`config.mk`:
```
export PLATFORM = sky130hd
export DESIGN_NAME = arm_thumb_branch_unit_flat
export DESIGN_NICKNAME = d
export VERILOG_FILES = /design/src/hw/rtl/atbu_pkg.sv /design/src/hw/rtl/atbu_cmd_if.sv /design/src/hw/rtl/atbu_res_if.sv /design/src/hw/rtl/atbu_decode.sv /design/src/hw/rtl/atbu_target.sv /design/src/hw/rtl/atbu_result.sv /design/src/hw/rtl/arm_thumb_branch_unit.sv /design/src/flat_wrapper.sv
export SDC_FILE = /design/constraint.sdc
export NUM_CORES = 1
export LEC_CHECK = 0
export BUFFER_PORTS_ARGS = -buffer_cell sky130_fd_sc_hd__buf_2
export CAP_MARGIN = 20
export CORE_MARGIN = 5
export CORE_UTILIZATION = 30
export DETAILED_ROUTE_END_ITERATION = 10
export GPL_ROUTABILITY_DRIVEN = 0
export PLACE_DENSITY_LB_ADDON = 0.1
export SLEW_MARGIN = 10
export SYNTH_ARGS = -nofsm -noshare
export SYNTH_HDL_FRONTEND = slang
export SYNTH_SLANG_ARGS = --single-unit
```
`constraint.sdc`:
```
create_clock -name clk_i -period 12.9 [get_ports clk_i]
set_input_delay 1.29 -clock clk_i [delete_from_list [all_inputs] [get_ports clk_i]]
set_output_delay 1.29 -clock clk_i [all_outputs]
set_load 0.05 [all_outputs]
```
`src/hw/rtl/atbu_pkg.sv`:
```
// Types and constants shared by the branch unit stages.
// No dependencies.
`timescale 1ns / 1ps

package atbu_pkg;

  typedef enum logic [3:0] {
    CMD_BX        = 4'd0,
    CMD_BLX_REG   = 4'd1,
    CMD_B         = 4'd2,
    CMD_BL        = 4'd3,
    CMD_BLX_IMM   = 4'd4,
    CMD_SWI       = 4'd5,
    CMD_BX_T      = 4'd6,
    CMD_BLXREG_T  = 4'd7,
    CMD_BCOND_T   = 4'd8,
    CMD_B_T       = 4'd9,
    CMD_BLSETUP_T = 4'd10,
    CMD_BLOFF_T   = 4'd11,
    CMD_BLXOFF_T  = 4'd12,
    CMD_SWI_T     = 4'd13
  } cmd_e;

  typedef enum logic [3:0] {
    COND_EQ = 4'd0,
    COND_NE = 4'd1,
    COND_CS = 4'd2,
    COND_CC = 4'd3,
    COND_MI = 4'd4,
    COND_PL = 4'd5,
    COND_VS = 4'd6,
    COND_VC = 4'd7,
    COND_HI = 4'd8,
    COND_LS = 4'd9,
    COND_GE = 4'd10,
    COND_LT = 4'd11,
    COND_GT = 4'd12,
    COND_LE = 4'd13,
    COND_AL = 4'd14,
    COND_NV = 4'd15
  } cond_e;

  typedef enum logic [1:0] {
    PCS_KEEP,
    PCS_OPERAND,
    PCS_SUM
  } pc_src_e;

  typedef enum logic [2:0] {
    POFF_ZERO,
    POFF_ARM,
    POFF_ARMX,
    POFF_COND,
    POFF_B11,
    POFF_LONG,
    POFF_M4
  } pc_off_e;

  typedef enum logic [1:0] {
    LOFF_M4,
    LOFF_M1,
    LOFF_HI
  } lr_off_e;

  localparam logic [1:0]  CYC_NONE   = 2'd0;
  localparam logic [1:0]  CYC_SHORT  = 2'd1;
  localparam logic [1:0]  CYC_BRANCH = 2'd3;
  localparam logic [31:0] OFF_MINUS4 = 32'hFFFF_FFFC;
  localparam logic [31:0] OFF_MINUS1 = 32'hFFFF_FFFF;

  typedef struct packed {
    pc_src_e     pc_src;
    logic        pc_from_lr;
    pc_off_e     pc_off;
    lr_off_e     lr_off;
    logic        pc_written;
    logic        lr_written;
    logic        thumb;
    logic        flush;
    logic        exc;
    logic [1:0]  cycles;
  } ctrl_t;

  typedef struct packed {
    ctrl_t       ctrl;
    logic [24:0] imm;
    logic [31:0] operand;
    logic [31:0] pc;
    logic [31:0] lr;
  } dec_t;

  typedef struct packed {
    ctrl_t       ctrl;
    logic [31:0] pc_sum;
    logic [31:0] lr_sum;
    logic [31:0] operand;
    logic [31:0] pc;
    logic [31:0] lr;
  } sum_t;

endpackage

```
`src/hw/rtl/atbu_cmd_if.sv`:
```
// Instruction channel of the branch unit: valid/ready plus the command beat.
// No dependencies.
`timescale 1ns / 1ps

interface atbu_cmd_if;
  logic        valid;
  logic        ready;
  logic [3:0]  command;
  logic [31:0] opcode;
  logic [31:0] operand_value;
  logic [31:0] pc_value;
  logic [31:0] lr_value;
  logic [3:0]  nzcv;
  logic        thumb_in;

  modport source (
    output valid, command, opcode, operand_value, pc_value, lr_value, nzcv, thumb_in,
    input  ready
  );
  modport sink (
    input  valid, command, opcode, operand_value, pc_value, lr_value, nzcv, thumb_in,
    output ready
  );
endinterface

```
`src/hw/rtl/atbu_res_if.sv`:
```
// Result channel of the branch unit: valid/ready plus the result beat.
// No dependencies.
`timescale 1ns / 1ps

interface atbu_res_if;
  logic        valid;
  logic        ready;
  logic [31:0] new_pc;
  logic        pc_written;
  logic [31:0] new_lr;
  logic        lr_written;
  logic        thumb_out;
  logic        flush;
  logic        exception_request;
  logic [1:0]  cycles;

  modport source (
    output valid, new_pc, pc_written, new_lr, lr_written, thumb_out, flush,
           exception_request, cycles,
    input  ready
  );
  modport sink (
    input  valid, new_pc, pc_written, new_lr, lr_written, thumb_out, flush,
           exception_request, cycles,
    output ready
  );
endinterface

```
`src/hw/rtl/atbu_decode.sv`:
```
// Stage 1: command decode and condition check, registered.
// Depends on atbu_pkg and atbu_cmd_if.
`timescale 1ns / 1ps

module atbu_decode (
  input  logic            clk_i,
  input  logic            rst_ni,
  atbu_cmd_if.sink        in_i,
  output logic            valid_o,
  input  logic            ready_i,
  output atbu_pkg::dec_t  dec_o
);

  logic            valid_q;
  atbu_pkg::dec_t  dec_d, dec_q;
  atbu_pkg::ctrl_t ctrl;
  logic            n, z, c, v, taken;

  assign in_i.ready = !valid_q || ready_i;

  always_comb begin
    n = in_i.nzcv[3];
    z = in_i.nzcv[2];
    c = in_i.nzcv[1];
    v = in_i.nzcv[0];
    case (atbu_pkg::cond_e'(in_i.opcode[11:8]))
      atbu_pkg::COND_EQ: taken = z;
      atbu_pkg::COND_NE: taken = !z;
      atbu_pkg::COND_CS: taken = c;
      atbu_pkg::COND_CC: taken = !c;
      atbu_pkg::COND_MI: taken = n;
      atbu_pkg::COND_PL: taken = !n;
      atbu_pkg::COND_VS: taken = v;
      atbu_pkg::COND_VC: taken = !v;
      atbu_pkg::COND_HI: taken = c && !z;
      atbu_pkg::COND_LS: taken = !c || z;
      atbu_pkg::COND_GE: taken = (n == v);
      atbu_pkg::COND_LT: taken = (n != v);
      atbu_pkg::COND_GT: taken = !z && (n == v);
      atbu_pkg::COND_LE: taken = z || (n != v);
      atbu_pkg::COND_AL: taken = 1'b1;
      default:           taken = 1'b0;
    endcase
  end

  always_comb begin
    ctrl            = '0;
    ctrl.pc_src     = atbu_pkg::PCS_KEEP;
    ctrl.pc_off     = atbu_pkg::POFF_ZERO;
    ctrl.lr_off     = atbu_pkg::LOFF_M4;
    ctrl.thumb      = in_i.thumb_in;
    ctrl.cycles     = atbu_pkg::CYC_NONE;
    case (atbu_pkg::cmd_e'(in_i.command))
      atbu_pkg::CMD_BX, atbu_pkg::CMD_BX_T: begin
        ctrl.pc_src     = atbu_pkg::PCS_OPERAND;
        ctrl.thumb      = in_i.operand_value[0];
        ctrl.pc_written = 1'b1;
        ctrl.flush      = 1'b1;
        ctrl.cycles     = atbu_pkg::CYC_BRANCH;
      end
      atbu_pkg::CMD_BLX_REG, atbu_pkg::CMD_BLXREG_T: begin
        ctrl.pc_src     = atbu_pkg::PCS_OPERAND;
        ctrl.lr_off     = (in_i.command == atbu_pkg::CMD_BLX_REG) ?
                          atbu_pkg::LOFF_M4 : atbu_pkg::LOFF_M1;
        ctrl.lr_written = 1'b1;
        ctrl.thumb      = in_i.operand_value[0];
        ctrl.pc_written = 1'b1;
        ctrl.flush      = 1'b1;
        ctrl.cycles     = atbu_pkg::CYC_BRANCH;
      end
      atbu_pkg::CMD_B, atbu_pkg::CMD_BL, atbu_pkg::CMD_BLX_IMM: begin
        ctrl.pc_src     = atbu_pkg::PCS_SUM;
        ctrl.pc_off     = (in_i.command == atbu_pkg::CMD_BLX_IMM) ?
                          atbu_pkg::POFF_ARMX : atbu_pkg::POFF_ARM;
        ctrl.lr_written = (in_i.command != atbu_pkg::CMD_B);
        if (in_i.command == atbu_pkg::CMD_BLX_IMM) begin
          ctrl.thumb = 1'b1;
        end
        ctrl.pc_written = 1'b1;
        ctrl.flush      = 1'b1;
        ctrl.cycles     = atbu_pkg::CYC_BRANCH;
      end
      atbu_pkg::CMD_SWI, atbu_pkg::CMD_SWI_T: begin
        ctrl.pc_src     = atbu_pkg::PCS_SUM;
        ctrl.pc_off     = atbu_pkg::POFF_M4;
        ctrl.pc_written = 1'b1;
        ctrl.exc        = 1'b1;
      end
      atbu_pkg::CMD_BCOND_T: begin
        if (taken) begin
          ctrl.pc_src     = atbu_pkg::PCS_SUM;
          ctrl.pc_off     = atbu_pkg::POFF_COND;
          ctrl.pc_written = 1'b1;
          ctrl.flush      = 1'b1;
          ctrl.cycles     = atbu_pkg::CYC_BRANCH;
        end else begin
          ctrl.cycles = atbu_pkg::CYC_SHORT;
        end
      end
      atbu_pkg::CMD_B_T: begin
        ctrl.pc_src     = atbu_pkg::PCS_SUM;
        ctrl.pc_off     = atbu_pkg::POFF_B11;
        ctrl.pc_written = 1'b1;
        ctrl.flush      = 1'b1;
        ctrl.cycles     = atbu_pkg::CYC_BRANCH;
      end
      atbu_pkg::CMD_BLSETUP_T: begin
        ctrl.lr_off     = atbu_pkg::LOFF_HI;
        ctrl.lr_written = 1'b1;
        ctrl.cycles     = atbu_pkg::CYC_SHORT;
      end
      atbu_pkg::CMD_BLOFF_T, atbu_pkg::CMD_BLXOFF_T: begin
        ctrl.pc_src     = atbu_pkg::PCS_SUM;
        ctrl.pc_from_lr = 1'b1;
        ctrl.pc_off     = atbu_pkg::POFF_LONG;
        ctrl.pc_written = 1'b1;
        ctrl.lr_off     = atbu_pkg::LOFF_M1;
        ctrl.lr_written = 1'b1;
        if (in_i.command == atbu_pkg::CMD_BLXOFF_T) begin
          ctrl.thumb = 1'b0;
        end
        ctrl.flush      = 1'b1;
        ctrl.cycles     = atbu_pkg::CYC_BRANCH;
      end
      default: begin
      end
    endcase
  end

  always_comb begin
    dec_d.ctrl    = ctrl;
    dec_d.imm     = in_i.opcode[24:0];
    dec_d.operand = in_i.operand_value;
    dec_d.pc      = in_i.pc_value;
    dec_d.lr      = in_i.lr_value;
  end

  always_ff @(posedge clk_i or negedge rst_ni) begin
    if (!rst_ni) begin
      valid_q <= 1'b0;
    end else if (in_i.ready) begin
      valid_q <= in_i.valid;
    end
  end

  always_ff @(posedge clk_i) begin
    if (in_i.ready) begin
      dec_q <= dec_d;
    end
  end

  assign valid_o = valid_q;
  assign dec_o   = dec_q;

endmodule

```
`src/hw/rtl/atbu_target.sv`:
```
// Stage 2: offset build and target / link adders, registered.
// Depends on atbu_pkg.
`timescale 1ns / 1ps

module atbu_target (
  input  logic            clk_i,
  input  logic            rst_ni,
  input  logic            valid_i,
  output logic            ready_o,
  input  atbu_pkg::dec_t  dec_i,
  output logic            valid_o,
  input  logic            ready_i,
  output atbu_pkg::sum_t  sum_o
);

  logic           valid_q;
  atbu_pkg::sum_t sum_d, sum_q;
  logic [31:0]    pc_off, lr_off, pc_base;
  logic [24:0]    imm;

  assign ready_o = !valid_q || ready_i;
  assign imm     = dec_i.imm;

  always_comb begin
    case (dec_i.ctrl.pc_off)
      atbu_pkg::POFF_ARM:  pc_off = {{6{imm[23]}}, imm[23:0], 2'b00};
      atbu_pkg::POFF_ARMX: pc_off = {{6{imm[23]}}, imm[23:0], imm[24], 1'b0};
      atbu_pkg::POFF_COND: pc_off = {{23{imm[7]}}, imm[7:0], 1'b0};
      atbu_pkg::POFF_B11:  pc_off = {{20{imm[10]}}, imm[10:0], 1'b0};
      atbu_pkg::POFF_LONG: pc_off = {20'd0, imm[10:0], 1'b0};
      atbu_pkg::POFF_M4:   pc_off = atbu_pkg::OFF_MINUS4;
      default:             pc_off = '0;
    endcase
    case (dec_i.ctrl.lr_off)
      atbu_pkg::LOFF_M1: lr_off = atbu_pkg::OFF_MINUS1;
      atbu_pkg::LOFF_HI: lr_off = {{9{imm[10]}}, imm[10:0], 12'd0};
      default:           lr_off = atbu_pkg::OFF_MINUS4;
    endcase
    pc_base = dec_i.ctrl.pc_from_lr ? dec_i.lr : dec_i.pc;
  end

  always_comb begin
    sum_d.ctrl    = dec_i.ctrl;
    sum_d.pc_sum  = pc_base + pc_off;
    sum_d.lr_sum  = dec_i.pc + lr_off;
    sum_d.operand = dec_i.operand;
    sum_d.pc      = dec_i.pc;
    sum_d.lr      = dec_i.lr;
  end

  always_ff @(posedge clk_i or negedge rst_ni) begin
    if (!rst_ni) begin
      valid_q <= 1'b0;
    end else if (ready_o) begin
      valid_q <= valid_i;
    end
  end

  always_ff @(posedge clk_i) begin
    if (ready_o) begin
      sum_q <= sum_d;
    end
  end

  assign valid_o = valid_q;
  assign sum_o   = sum_q;

endmodule

```
`src/hw/rtl/atbu_result.sv`:
```
// Stage 3: result select into the output register that drives the result beat.
// Depends on atbu_pkg and atbu_res_if.
`timescale 1ns / 1ps

module atbu_result (
  input  logic            clk_i,
  input  logic            rst_ni,
  input  logic            valid_i,
  output logic            ready_o,
  input  atbu_pkg::sum_t  sum_i,
  atbu_res_if.source      out_o
);

  logic        valid_q;
  logic [31:0] new_pc_d, new_pc_q;
  logic [31:0] new_lr_d, new_lr_q;
  logic        pc_written_q, lr_written_q, thumb_q, flush_q, exc_q;
  logic [1:0]  cycles_q;

  assign ready_o = !valid_q || out_o.ready;

  always_comb begin
    case (sum_i.ctrl.pc_src)
      atbu_pkg::PCS_OPERAND: new_pc_d = sum_i.operand;
      atbu_pkg::PCS_SUM:     new_pc_d = sum_i.pc_sum;
      default:               new_pc_d = sum_i.pc;
    endcase
    new_lr_d = sum_i.ctrl.lr_written ? sum_i.lr_sum : sum_i.lr;
  end

  always_ff @(posedge clk_i or negedge rst_ni) begin
    if (!rst_ni) begin
      valid_q <= 1'b0;
    end else if (ready_o) begin
      valid_q <= valid_i;
    end
  end

  always_ff @(posedge clk_i) begin
    if (ready_o) begin
      new_pc_q     <= new_pc_d;
      new_lr_q     <= new_lr_d;
      pc_written_q <= sum_i.ctrl.pc_written;
      lr_written_q <= sum_i.ctrl.lr_written;
      thumb_q      <= sum_i.ctrl.thumb;
      flush_q      <= sum_i.ctrl.flush;
      exc_q        <= sum_i.ctrl.exc;
      cycles_q     <= sum_i.ctrl.cycles;
    end
  end

  assign out_o.valid             = valid_q;
  assign out_o.new_pc            = new_pc_q;
  assign out_o.pc_written        = pc_written_q;
  assign out_o.new_lr            = new_lr_q;
  assign out_o.lr_written        = lr_written_q;
  assign out_o.thumb_out         = thumb_q;
  assign out_o.flush             = flush_q;
  assign out_o.exception_request = exc_q;
  assign out_o.cycles            = cycles_q;

endmodule

```
`src/hw/rtl/arm_thumb_branch_unit.sv`:
```
// ARM/THUMB branch execute unit: decode, add, result select in three stages.
// An accepted instruction beat passes the decode, target and result registers in turn to its result beat.
// Throughput 1 beat per cycle while the result sink is ready; each stage register advances when the next is free.
// Reset clears the stage valid bits only; the stage data registers are not reset.
// Depends on atbu_pkg, atbu_cmd_if, atbu_res_if and the three stage modules.
`timescale 1ns / 1ps

module arm_thumb_branch_unit (
  input  logic       clk_i,
  input  logic       rst_ni,
  atbu_cmd_if.sink   in_i,
  atbu_res_if.source out_o
);

  logic           dec_valid, dec_ready;
  logic           sum_valid, sum_ready;
  atbu_pkg::dec_t dec;
  atbu_pkg::sum_t sum;

  atbu_decode u_decode (
    .clk_i   (clk_i),
    .rst_ni  (rst_ni),
    .in_i    (in_i),
    .valid_o (dec_valid),
    .ready_i (dec_ready),
    .dec_o   (dec)
  );

  atbu_target u_target (
    .clk_i   (clk_i),
    .rst_ni  (rst_ni),
    .valid_i (dec_valid),
    .ready_o (dec_ready),
    .dec_i   (dec),
    .valid_o (sum_valid),
    .ready_i (sum_ready),
    .sum_o   (sum)
  );

  atbu_result u_result (
    .clk_i   (clk_i),
    .rst_ni  (rst_ni),
    .valid_i (sum_valid),
    .ready_o (sum_ready),
    .sum_i   (sum),
    .out_o   (out_o)
  );

endmodule
```
`src/flat_wrapper.sv`:
```
// flat-port wrapper written by rule: the top's interface ports become plain ports
module arm_thumb_branch_unit_flat 
  (clk_i, rst_ni, in_i_valid, in_i_command, in_i_opcode, in_i_operand_value, in_i_pc_value, in_i_lr_value, in_i_nzcv, in_i_thumb_in, in_i_ready, out_o_valid, out_o_new_pc, out_o_pc_written, out_o_new_lr, out_o_lr_written, out_o_thumb_out, out_o_flush, out_o_exception_request, out_o_cycles, out_o_ready);
  atbu_cmd_if in_i_i ();
  atbu_res_if out_o_i ();
  input  logic clk_i;
  input  logic rst_ni;
  input wire logic [$bits(in_i_i.valid)-1:0] in_i_valid;
  input wire logic [$bits(in_i_i.command)-1:0] in_i_command;
  input wire logic [$bits(in_i_i.opcode)-1:0] in_i_opcode;
  input wire logic [$bits(in_i_i.operand_value)-1:0] in_i_operand_value;
  input wire logic [$bits(in_i_i.pc_value)-1:0] in_i_pc_value;
  input wire logic [$bits(in_i_i.lr_value)-1:0] in_i_lr_value;
  input wire logic [$bits(in_i_i.nzcv)-1:0] in_i_nzcv;
  input wire logic [$bits(in_i_i.thumb_in)-1:0] in_i_thumb_in;
  output wire logic [$bits(in_i_i.ready)-1:0] in_i_ready;
  output wire logic [$bits(out_o_i.valid)-1:0] out_o_valid;
  output wire logic [$bits(out_o_i.new_pc)-1:0] out_o_new_pc;
  output wire logic [$bits(out_o_i.pc_written)-1:0] out_o_pc_written;
  output wire logic [$bits(out_o_i.new_lr)-1:0] out_o_new_lr;
  output wire logic [$bits(out_o_i.lr_written)-1:0] out_o_lr_written;
  output wire logic [$bits(out_o_i.thumb_out)-1:0] out_o_thumb_out;
  output wire logic [$bits(out_o_i.flush)-1:0] out_o_flush;
  output wire logic [$bits(out_o_i.exception_request)-1:0] out_o_exception_request;
  output wire logic [$bits(out_o_i.cycles)-1:0] out_o_cycles;
  input wire logic [$bits(out_o_i.ready)-1:0] out_o_ready;
  assign in_i_i.valid = in_i_valid;
  assign in_i_i.command = in_i_command;
  assign in_i_i.opcode = in_i_opcode;
  assign in_i_i.operand_value = in_i_operand_value;
  assign in_i_i.pc_value = in_i_pc_value;
  assign in_i_i.lr_value = in_i_lr_value;
  assign in_i_i.nzcv = in_i_nzcv;
  assign in_i_i.thumb_in = in_i_thumb_in;
  assign in_i_ready = in_i_i.ready;
  assign out_o_valid = out_o_i.valid;
  assign out_o_new_pc = out_o_i.new_pc;
  assign out_o_pc_written = out_o_i.pc_written;
  assign out_o_new_lr = out_o_i.new_lr;
  assign out_o_lr_written = out_o_i.lr_written;
  assign out_o_thumb_out = out_o_i.thumb_out;
  assign out_o_flush = out_o_i.flush;
  assign out_o_exception_request = out_o_i.exception_request;
  assign out_o_cycles = out_o_i.cycles;
  assign out_o_i.ready = out_o_ready;
  arm_thumb_branch_unit u_core (.clk_i(clk_i), .rst_ni(rst_ni), .in_i(in_i_i), .out_o(out_o_i));
endmodule
```
==> results.json <==
{
  "numClockSinks": 379,
  "fin_area_sq_mm": 0.0206,
  "worstPathMaxFanout": 11,
  "ios": 214,
  "cellPowerDensity_mw_per_mm2": 199,
  "status": "complete, no violations",
  "min_path_type": "register to register",
  "dr.pass1.iters": 5,
  "die_x_um": 250,
  "ant_nets": 0,
  "pwr-share-clk": 0.317,
  "area_growth_pct": 19.7,
  "dp_hpwl_um": 34000,
  "fillCellCount": 5538,
  "p_sw_mw": 1.28,
  "intPower_mw": 2.82,
  "grt_pass1_vias": 11000,
  "syn-cell-area_sq_mm": 0.0172,
  "wire_per_inst_um": 21.1,
  "cts_tree": "done",
  "routed_wl_um": 47400,
  "port-buffer-count": 206,
  "drive_gt1_frac": 0.252,
  "power_frac_seq": 0.427,
  "grt.overflow.total": 0,
  "h-tree-depth": 2,
  "cts_resized": 0,
  "ys_top_cells_by_count": "376 x edfxtp_1, 110 x nand2_1, 72 x o21ai_0",
  "drt-initial-drc-count": 655,
  "cts_setup_buffers": 0,
  "clkTransAtPathRegs_ns": 0.05,
  "cp-startpoint": "u_core.u_decode.dec_o[129]",
  "hold_viol_final": 0,
  "worstHoldStart": "u_core.u_decode.dec_o[74]",
  "vias": 10700,
  "synth_area_leaders": "edfxtp_1 66%, ha_1 4.8%, mux2_2 4.1%, nand2_1 2.4%, o21ai_0 2.1%",
  "ys_ff_latch": 379,
  "root_buffer": "clkbuf_16",
  "yosys.area.top_type": "edfxtp_1",
  "peakVddDrop_v": 0.0000920,
  "worstPathRequired_ns": 13.19,
  "slew_headroom": 0.345,
  "cts_max_path_buffers": 3,
  "hold_buffers": 0,
  "cts_buffers": 45,
  "setup_viol": 0,
  "yosysSeqAreaShare": 0.660,
  "power_frac_comb": 0.256,
  "grt_pass1_wl_um": 70100,
  "vias_per_cell": 4.78,
  "critPathLaunchType": "register",
  "p_leak_nw": 7.92,
  "synth-async-reset-ratio": 0.00792,
  "yosysTopAreaCellShare": 0.656,
  "finClkSkew_ns": 0.0255,
  "place_area_sq_mm": 0.0191,
  "initial_utilization": 0.304,
  "drc": 0,
  "antenna_cells": 0,
  "fmax_ghz": 0.227,
  "period_share": 0.342,
  "switching_share": 0.313,
  "die-area_sq_mm": 0.0623,
  "yosys_most_used_dff": "edfxtp_1",
  "critical_path_class": "register to register",
  "slew_viol_final": 0,
  "period_needed_ns": 4.41,
  "core-area_sq_mm": 0.0566,
  "grt_util_all_layers": 0.147,
  "end_kind": "register",
  "cp.arrival_ns": 4.70,
  "syn_nets": 1439,
  "insertion_delay_ns": 0.57,
  "grt_max_degree": 73,
  "syn_avg_cell_area_sq_um": 14.0,
  "setup-tns-final_ns": 0,
  "synth-edff-count": 376,
  "worst_slew_pin_slew_ns": 0.982,
  "row_count": 87,
  "synth_warnings": 0,
  "rsz0062_at_grt": "false",
  "r2r-start": "u_core.u_decode.dec_o[129]",
  "synthCells": 1230,
  "synth_cell_types": 83,
  "yosysMostFrequentCell": "edfxtp_1",
  "antenna_found_initial": 0,
  "die_h_um": 250,
  "drv_cap": 0,
  "fin_nets": 1656
}
==> cell families after synthesis <==
logic type / count (synthesis) / share of synthesized area
xor gates and xnor gates: 51 / 0.0259
DFF: 379 / 0.660
AOI/OAI and AO/OA: 300 / 0.118
and+or+nand+nor: 289 / 0.0827
buffers and inverters: 74 / 0.0180
adders and majority gates: 68 / 0.0503
muxes: 69 / 0.0447
==> metrics by stage <==
stage | total power, mW | worst slack (ns) | hold WS, ns | instances | util
floorplan | 2.53 | 5.41 | 0.400 | 1230 | -
global placement | 2.83 | 8.58 | 0.401 | 2155 | 0.337
detailed placement | 2.82 | 8.52 | 0.405 | 2155 | 0.337
CTS | 4.16 | 8.49 | 0.418 | 2238 | 0.364
global route | 4.31 | 8.07 | 0.419 | 2239 | 0.364
finish | 4.10 | 8.49 | 0.416 | 2239 | 0.364
==> per-layer routing <==
| metal | GRT usage | share of wire | vias to the layer above | wire length [um] |
|---|---|---|---|---|
| met5 | 0 | 0 | - | 0 |
| li1 | - | - | 5191 | - |
| met2 | 0.226 | 0.45 | 247 | 21100 |
| met3 | 0.0260 | 0.044 | 59 | 2070 |
| met1 | 0.219 | 0.49 | 5214 | 23400 |
| met4 | 0.0318 | 0.016 | 0 | 766 |
==> path summary, 6_finish.rpt <==
| path | endpoint | slack [ns] | cells after the start |
|---|---|---|---|
| max | u_core.u_target.sum_o[126] | 8.49 | 11 |
| min | u_core.u_target.sum_o[74] | 0.42 | 0 |
| max reg2reg | u_core.u_target.sum_o[126] | 8.49 | 11 |
| min reg2reg | u_core.u_target.sum_o[74] | 0.42 | 0 |
| max in group asynchronous | u_core.u_decode.valid_o | 12.27 | 1 |
| min in group asynchronous | u_core.u_target.valid_o | 0.53 | 1 |
==> layout make-up <==
| cell class | instances | area, sq um | share of cell area |
|---|---|---|---|
| inverters | 26 | 97.6 | 0.00473 |
| repair buffers | 218 | 1140 | 0.0553 |
| multi-input cells | 777 | 5560 | 0.269 |
| flip-flops and latches | 379 | 11400 | 0.551 |
| well taps | 756 | 946 | 0.0459 |
| clock buffers | 59 | 1220 | 0.0592 |
| clock inverters | 24 | 290 | 0.0141 |
==> placed cells by master, fill, tap and decap left out, types with 18 or more instances in the layout <==
master / instances
nand2_1: 110
mux2_2: 63
ha_1: 64
xor2_1: 18
a21o_1: 39
xnor2_1: 33
inv_1: 26
edfxtp_1: 376
a22oi_1: 40
a21oi_1: 56
nor2_1: 42
nand3_1: 28
o21ai_0: 72
clkbuf_16: 47
buf_2: 206
==> flip-flops by register name, indices dropped and copies added, names as in the netlist, 2 cells and up <==
signal,flops
u_core.u_result.out_o.cycles,2
u_core.u_target.sum_o,169
u_core.u_decode.dec_o,136
u_core.u_result.out_o.new_pc,32
u_core.u_result.out_o.new_lr,32
==> critical path, stage by stage (launching register included) <==
cell       delay, ns
edfxtp_1        0.43
inv_1           0.06
ha_1            0.31
nor2_1          0.54
nand2_1         0.46
ha_1            0.66
nand4_1         0.18
or2_1           0.29
o311a_1         0.38
a21o_1          0.23
o2111ai_1       0.20
or3b_1          0.38
==> power by group through the flow <==
stage                     registers (mW)  clock network, mW  logic [mW]
after floorplan                     1.93                  0       0.600
after global placement              1.78                  0        1.05
after detailed placement            1.78                  0        1.05
after CTS                           1.76               1.35        1.06
after global routing                1.77               1.40        1.14
final                               1.75               1.30        1.05
Power figures use the tool's default switching activity.
